**src/sv/tlfk_pkg.sv**
```systemverilog
// Package for the two-link arm kinematics pipeline: widths, CORDIC arc table,
// register indexes and rounding helpers. No dependencies.
package tlfk_pkg;

  localparam int AngleBits  = 16;
  localparam int TrigStages = 16;
  localparam int CfgIdxW    = 1;

  localparam logic signed [31:0] CordicGain = 32'sd652032874;
  localparam logic signed [16:0] OneQ15     = 17'sd32767;

  typedef enum logic [CfgIdxW-1:0] {
    REG_UPPER_LENGTH = 1'b0,
    REG_LOWER_LENGTH = 1'b1
  } cfg_reg_e;

  function automatic logic [31:0] arc_step(input int i);
    logic [31:0] r;
    case (i)
      0: r = 32'h20000000;  1: r = 32'h12E4051E;  2: r = 32'h09FB385B;
      3: r = 32'h051111D4;  4: r = 32'h028B0D43;  5: r = 32'h0145D7E1;
      6: r = 32'h00A2F61E;  7: r = 32'h00517C55;  8: r = 32'h0028BE53;
      9: r = 32'h00145F2F;  10: r = 32'h000A2F98; 11: r = 32'h000517CC;
      12: r = 32'h00028BE6; 13: r = 32'h000145F3; 14: r = 32'h0000A2FA;
      15: r = 32'h0000517D; 16: r = 32'h000028BE; 17: r = 32'h0000145F;
      18: r = 32'h00000A30; 19: r = 32'h00000518; 20: r = 32'h0000028C;
      21: r = 32'h00000146; 22: r = 32'h000000A3; 23: r = 32'h00000051;
      default: r = 32'h0;
    endcase
    return r;
  endfunction

  // Map a raw 16-bit angle to the top of a 32-bit turn.
  function automatic logic [31:0] to_turn(input logic [15:0] raw);
    logic [AngleBits-1:0] a;
    logic [31:0] r;
    if (AngleBits >= 16) a = AngleBits'({raw} << (AngleBits - 16));
    else                 a = AngleBits'(raw >> (16 - AngleBits));
    r = 32'({a}) << (32 - AngleBits);
    return r;
  endfunction

  // Round half up, then clamp to the Q1.15 unit range.
  function automatic logic signed [15:0] rnd_clamp15(input logic signed [33:0] v);
    logic signed [33:0] r;
    r = (v + 34'sd16384) >>> 15;
    if (r > 34'sd32767)       return 16'sd32767;
    else if (r < -34'sd32767) return -16'sd32767;
    else                      return r[15:0];
  endfunction

endpackage

```
**src/sv/tlfk_cordic.sv**
```systemverilog
// Pipelined CORDIC sin/cos, one stage per register, one angle per cycle.
// Uses tlfk_pkg for the arc table and rounding helper.
module tlfk_cordic
  import tlfk_pkg::*;
(
  input  logic               clk_i,
  input  logic [15:0]        angle_i,
  output logic signed [15:0] sin_o,
  output logic signed [15:0] cos_o
);

  logic signed [33:0] x_q [TrigStages+1];
  logic signed [33:0] y_q [TrigStages+1];
  logic signed [32:0] z_q [TrigStages+1];
  logic               flip_q [TrigStages+1];

  logic [31:0] ang;
  logic [31:0] ang_f;
  logic        flip_d;

  always_comb begin
    ang    = to_turn(angle_i);
    flip_d = (ang[31:30] == 2'd1) || (ang[31:30] == 2'd2);
    ang_f  = flip_d ? ang + 32'h80000000 : ang;
  end

  always_ff @(posedge clk_i) begin
    x_q[0]    <= 34'(CordicGain);
    y_q[0]    <= '0;
    z_q[0]    <= 33'($signed(ang_f));
    flip_q[0] <= flip_d;
  end

  for (genvar i = 0; i < TrigStages; i++) begin : g_stage
    logic signed [33:0] xs, ys;
    assign xs = x_q[i] >>> i;
    assign ys = y_q[i] >>> i;
    always_ff @(posedge clk_i) begin
      flip_q[i+1] <= flip_q[i];
      if (!z_q[i][32]) begin
        x_q[i+1] <= x_q[i] - ys;
        y_q[i+1] <= y_q[i] + xs;
        z_q[i+1] <= z_q[i] - 33'(arc_step(i));
      end else begin
        x_q[i+1] <= x_q[i] + ys;
        y_q[i+1] <= y_q[i] - xs;
        z_q[i+1] <= z_q[i] + 33'(arc_step(i));
      end
    end
  end

  logic signed [33:0] xf, yf;
  assign xf = flip_q[TrigStages] ? -x_q[TrigStages] : x_q[TrigStages];
  assign yf = flip_q[TrigStages] ? -y_q[TrigStages] : y_q[TrigStages];

  always_ff @(posedge clk_i) begin
    cos_o <= rnd_clamp15(xf);
    sin_o <= rnd_clamp15(yf);
  end

endmodule

```
**config.mk**
```make
export PLATFORM = sky130hd
export DESIGN_NAME = tlfk_cordic
export DESIGN_NICKNAME = d
export VERILOG_FILES = /design/src/sv/tlfk_pkg.sv /design/src/sv/tlfk_cordic.sv
export SDC_FILE = /design/constraint.sdc
export NUM_CORES = 2
export LEC_CHECK = 0
export BUFFER_PORTS_ARGS = -buffer_cell sky130_fd_sc_hd__buf_2
export CAP_MARGIN = 5
export CELL_PAD_IN_SITES_DETAIL_PLACEMENT = 1
export CELL_PAD_IN_SITES_GLOBAL_PLACEMENT = 2
export CORE_ASPECT_RATIO = 1.4
export CORE_UTILIZATION = 44
export CTS_CLUSTER_SIZE = 16
export DETAILED_ROUTE_END_ITERATION = 8
export PLACE_DENSITY_LB_ADDON = 0.1
export SLEW_MARGIN = 10
export SYNTH_ARGS = -nofsm -noshare
export SYNTH_HDL_FRONTEND = slang
export SYNTH_SLANG_ARGS = --single-unit
```
**constraint.sdc**
```tcl
create_clock -name clk_i -period 9.9 [get_ports clk_i]
set_clock_uncertainty 0.15 [all_clocks]
set_input_delay 0.495 -clock clk_i [delete_from_list [all_inputs] [get_ports clk_i]]
set_output_delay 0.495 -clock clk_i [all_outputs]
set_load 0.02 [all_outputs]
```
# Word level (Yosys, flattened, before mapping)
# Memories as Yosys holds them, arrays and structs flattened.
# Index checks and enable logic that the tools add are counted.
totals:
  reg_bits: 32
  ram_bits: 1734
  input_bits: 17
  elab_cells: 250
  n_memories: 4
op_classes:
  addsub: 100
  n_lt_le_gt_ge: 4
  n_eq_ne: 2
  n_mux: 85
  n_bitwise: 48
  reduce_logical: 3
memory_table:
  columns: ["name", "depth", "word_bits", "rd", "rd_clocked_by_memory_dff", "write_ports", "line_no", "text"]
  rows:
  - ["x_q", 17, 34, 17, 0, 17, "tlfk_cordic.sv:12", "logic signed [33:0] x_q [TrigStages+1];"]
  - ["y_q", 17, 34, 17, 0, 17, "tlfk_cordic.sv:13", "logic signed [33:0] y_q [TrigStages+1];"]
  - ["z_q", 17, 33, 16, 0, 17, "tlfk_cordic.sv:14", "logic signed [32:0] z_q [TrigStages+1];"]
  - ["flip_q", 17, 1, 17, 0, 17, "tlfk_cordic.sv:15", "logic flip_q [TrigStages+1];"]
ops:
  columns: ["operator", "n"]
  rows:
  - ["34-bit 2-to-1 mux", 34]
  - ["33-bit 2-to-1 mux", 16]
  - ["34-bit by 16-bit adder with 34-bit output, second input constant", 2]
  - ["34-bit by 19-bit adder with 34-bit output", 2]
  - ["34-bit by 20-bit adder with 34-bit output", 2]
  - ["34-bit by 21-bit adder with 34-bit output", 2]
  - ["34-bit by 22-bit adder with 34-bit output", 2]
  - ["34-bit by 23-bit adder with 34-bit output", 2]
  - ["34-bit by 24-bit adder with 34-bit output", 2]
  - ["34-bit by 25-bit adder with 34-bit output", 2]
  - ["34-bit by 26-bit adder with 34-bit output", 2]
  - ["34-bit by 27-bit adder with 34-bit output", 2]
  - ["34-bit by 28-bit adder with 34-bit output", 2]
  - ["34-bit by 29-bit adder with 34-bit output", 2]
  - ["34-bit by 30-bit adder with 34-bit output", 2]
  - ["34-bit by 31-bit adder with 34-bit output", 2]
  - ["34-bit by 32-bit adder with 34-bit output", 2]
  - ["34-bit by 33-bit adder with 34-bit output", 2]
  - ["34-bit negation", 2]
  - ["34-bit by 19-bit subtractor with 34-bit output", 2]
  - ["34-bit by 20-bit subtractor with 34-bit output", 2]
  - ["34-bit by 21-bit subtractor with 34-bit output", 2]
  - ["34-bit by 22-bit subtractor with 34-bit output", 2]
  - ["34-bit by 23-bit subtractor with 34-bit output", 2]
  - ["other kinds (55)", 148]

# Logic depth before layout (Yosys ltp)
# An unclocked memory read counts as a cell.
depth:
  ltp_word: 6
  depth_mapped: 22

# Worst setup path after synthesis
# Ideal clock, no wire load.
synth_path:
  kind: "register to register"
  startpoint: "mem flip_q[16][0], in the netlist flip_q[0][16]"
  endpoint: "reg sin_o[3]"
  setup_time_ns: 0.072
  t_arrival_ns: 5.004
  required_ns: 9.678
  slack_ns: 4.674
  path_stages_with_launch: 22
  cell_sequence: "dfxtp_1 clkbuf_1 clkbuf_1 clkbuf_1 clkbuf_1 clkbuf_1 buf_1 clkbuf_1 o21ai_0 xnor2_1 ha_1 nor2b_1 o211a_1 nor3_1 nor4_4 nand2_2 o311ai_1 a31oi_1 or3_1 buf_2 a41oi_4 a2bb2oi_1"
synth_rtl:
  columns: ["item", "line_no", "text"]
  rows:
  - ["from (decl)", "tlfk_cordic.sv:15", null]
  - ["to (signal assigned)", "tlfk_cordic.sv:58", "sin_o <= rnd_clamp15(yf);"]
  - ["to (decl)", "tlfk_cordic.sv:8", "output logic signed [15:0] sin_o,"]

==> out/qor.txt <==
FINAL LAYOUT
----------------------------------------------------------------------------------------------------
Synth-to-layout area growth                                                                    8.97%
Final std cells w/o fill                                                                       16.2k
Fraction of final layout cells sized beyond drive strength 1                                   4.43%
Most frequent cells in the layout                                                       1,464 x sky130_fd_sc_hd__dfxtp_1, 1,365 x sky130_fd_sc_hd__ha_1, 1,296 x sky130_fd_sc_hd__a21oi_1
Number of nets in the layout                                                                   14.3k
Most common cell after layout, fill and taps aside                                      sky130_fd_sc_hd__dfxtp_1
Final instance area                                                                      118,000 um2

DIE
----------------------------------------------------------------------------------------------------
Top Ports                                                                                         49
Die boundary height                                                                           589 um
Die X                                                                                         421 um
Die Footprint                                                                            248,000 um2
Area of the placeable core                                                               245,000 um2
Core Rows                                                                                        215
Starting Density                                                                               44.2%

DRT
----------------------------------------------------------------------------------------------------
Count of nets left with antenna violations after detail routing                                    0
Count of TritonRoute iterations in the first routing pass                                          7
Overall via count from detail_route                                                            93.0k
Post-route DRC                                                                                     0
Post-Route WL                                                                             341,000 um
Detail-routed net length per standard cell                                                   21.0 um
Violation count after the first detailed-routing iteration                                     3,578
Via density                                                                                     5.73

CLOCK NETWORK
----------------------------------------------------------------------------------------------------
Clock-pin slew reported for the worst setup and hold paths after clock tree synthesis        0.06 ns
Clk root buf                                                                            sky130_fd_sc_hd__clkbuf_16
TritonCTS clock tree                                                                            done
Latest clock arrival within the worst-skew pair                                              0.85 ns
Quantity of hold-fixing buffers added after cts                                                   16
Total setup buffers inserted after CTS                                                             0
Number of buffers added by the clock tree synthesis step                                         170
Clock buffer depth                                                                                 4
TritonCTS Sinks                                                                                1,479
Max H-tree Level                                                                                   4
Quantity of gates resized following cts                                                            0

WORST SETUP PATH
----------------------------------------------------------------------------------------------------
Minimum setup slack among reg-to-reg paths                                                   4.09 ns
CP endpoint kind                                                                           flip-flop
Crit path arrival time                                                                       6.42 ns
Crit path required time                                                                     10.51 ns
Worst Setup Start Kind                                                                     flip-flop
Type of the worst setup path                                                                 reg2reg
Max Fanout on Critical Path                                                                       67

LOGIC SYNTHESIS
----------------------------------------------------------------------------------------------------
Register area share after synthesis                                                            27.4%
Cell variety after synth                                                                          90
Most frequently used flop master after synthesis                                        sky130_fd_sc_hd__dfxtp_1
EDFF count, synth                                                                                  0
Number of flip-flops and latches in the synthesized netlist                                    1,479
Yosys Warn Count                                                                                   0
Share of flip-flops with an asynchronous set or reset after synthesis                             0%
Cell count after synthesis                                                                     12.8k
Number of nets in the synthesized netlist                                                      14.2k
Post-Syn Area per Cell                                                                      8.47 um2
Post-synth design cell area                                                              108,000 um2

STA
----------------------------------------------------------------------------------------------------
Slew at the pin with the worst max-slew slack                                                1.21 ns
Final number of hold-violating endpoints                                                           0
Total negative setup slack                                                                      0 ns
Post-route clock period utilization                                                            58.7%
Remaining max-slew budget at the tightest pin                                                  19.4%
RSZ-0062 raised after global routing                                                              no
Shortest clock period the worst path allows after layout                                     5.81 ns
Number of max-slew violations in the final report                                                  0
Count of final setup violators                                                                     0
Achievable frequency                                                                       0.172 GHz

OUTCOME
----------------------------------------------------------------------------------------------------
Status                                                                                  finished clean

GRT
----------------------------------------------------------------------------------------------------
Overflow left after global routing                                                                 0
Number of global-route vias before repair                                                      98.9k
Antenna violations before repair                                                                  10
Largest net degree at the start of global routing                                                 84
Tot GR Track Use                                                                               26.7%
Global-route wire length before repair                                                    540,000 um

FLOW RUN
----------------------------------------------------------------------------------------------------
Total of max-cap violations                                                                        0

PLACED DESIGN
----------------------------------------------------------------------------------------------------
DP Area                                                                                  112,000 um2
Final weighted congestion in routability-driven placement                                      0.909
DPL Wire Length                                                                           280,000 um
Cell count after placement                                                                     15.9k
Port Buffer Count                                                                                 48

WORST HOLD PATH
----------------------------------------------------------------------------------------------------
Class of the most critical hold timing path                                                   in2reg

==> final cells by class <==
| cell class | count | area [um2] |
|---|---|---|
| flip-flops and latches | 1479 | 29600 |
| multi-input cells | 10600 | 76200 |
| fillers | 29100 | 127000 |
| inverters | 462 | 1730 |
| clock buffers | 215 | 4670 |
| diodes | 12 | 30.0 |
| clock inverters | 82 | 980 |
| well taps | 3255 | 4070 |
| repair buffers | 100 | 678 |
==> layer usage <==
metal  up-vias  track usage, %  part of all wire, %  wire length (um)
met4         0            13.1                  5.2             17800
met1     45300            28.6                   40            136000
met3       637            2.30                  2.0              6700
met5         -               0                    0                 0
li1      46100               -                    -                 -
met2      1023            51.9                   53            180000
==> critical path: stages, from the launching register on <==
cell and delay (ns):
sky130_fd_sc_hd__dfxtp_2 0.31, sky130_fd_sc_hd__buf_4 0.56, sky130_fd_sc_hd__inv_1 0.80, sky130_fd_sc_hd__and2_1 0.38
sky130_fd_sc_hd__xnor2_1 0.12, sky130_fd_sc_hd__ha_1 0.34, sky130_fd_sc_hd__o21a_1 0.12, sky130_fd_sc_hd__o21ai_0 0.34
sky130_fd_sc_hd__a211oi_1 0.16, sky130_fd_sc_hd__o211ai_1 0.34, sky130_fd_sc_hd__o21ai_0 0.25, sky130_fd_sc_hd__a41oi_1 0.39
sky130_fd_sc_hd__o21ai_0 0.22, sky130_fd_sc_hd__o41ai_1 0.55, sky130_fd_sc_hd__o21ai_0 0.23, sky130_fd_sc_hd__a21oi_1 0.24
sky130_fd_sc_hd__xnor2_1 0.17
==> cell usage after synthesis, types with 155 or more instances <==
library cell | n | area (um2)
sky130_fd_sc_hd__o21bai_1 | 155 | 1160
sky130_fd_sc_hd__nand3_1 | 223 | 1120
sky130_fd_sc_hd__inv_1 | 459 | 1720
sky130_fd_sc_hd__nor2_1 | 1243 | 4670
sky130_fd_sc_hd__o21ai_0 | 603 | 3020
sky130_fd_sc_hd__xor2_1 | 621 | 5440
sky130_fd_sc_hd__dfxtp_1 | 1479 | 29600
sky130_fd_sc_hd__nand2b_1 | 219 | 1370
sky130_fd_sc_hd__nor2b_1 | 192 | 1200
sky130_fd_sc_hd__a21o_1 | 483 | 3630
sky130_fd_sc_hd__a21oi_1 | 1296 | 6490
sky130_fd_sc_hd__xnor2_1 | 1204 | 10500
sky130_fd_sc_hd__nand2_1 | 612 | 2300
sky130_fd_sc_hd__ha_1 | 1365 | 17100
sky130_fd_sc_hd__o21a_1 | 241 | 1810
sky130_fd_sc_hd__nor3_1 | 395 | 1980
==> cell families after synthesis <==
| logic type | Yosys count | share of synthesized area (%) |
|---|---|---|
| buffers and inverters | 660 | 2.30 |
| adders and majority gates | 1407 | 16.6 |
| DFF | 1479 | 27.4 |
| AOI/OAI and AO/OA | 3673 | 21.6 |
| and+or+nand+nor | 3605 | 16.2 |
| muxes | 131 | 1.29 |
| xor gates and xnor gates | 1825 | 14.8 |
==> registers in the layout, indices dropped and copies added, names as in the netlist <==
register / flops
flip_q: 17
y_q: 511
sin_o: 16
z_q: 435
cos_o: 16
x_q: 484
==> through the flow <==
step	utilization (%)	hold slack [ns]	worst slack, ns
CTS	48.2	0.0597	4.06
global route	48.2	0.103	3.62
detailed placement	45.8	0.163	4.09
finish	48.2	0.126	4.09
floorplan	-	0.160	4.67
global placement	45.8	0.160	4.16
==> final timing paths <==
check             cells after the start        start         end
setup / recovery                     16   z_q[8][32]  y_q[9][31]
hold / removal                        2  angle_i[11]  z_q[0][27]
setup reg to reg                     16   z_q[8][32]  y_q[9][31]
hold reg to reg                       0    z_q[3][1]   z_q[4][1]
Power is left out: the tool's default activity adds up to more than one toggle a clock period on the data nets, which glitch-free logic cannot reach.
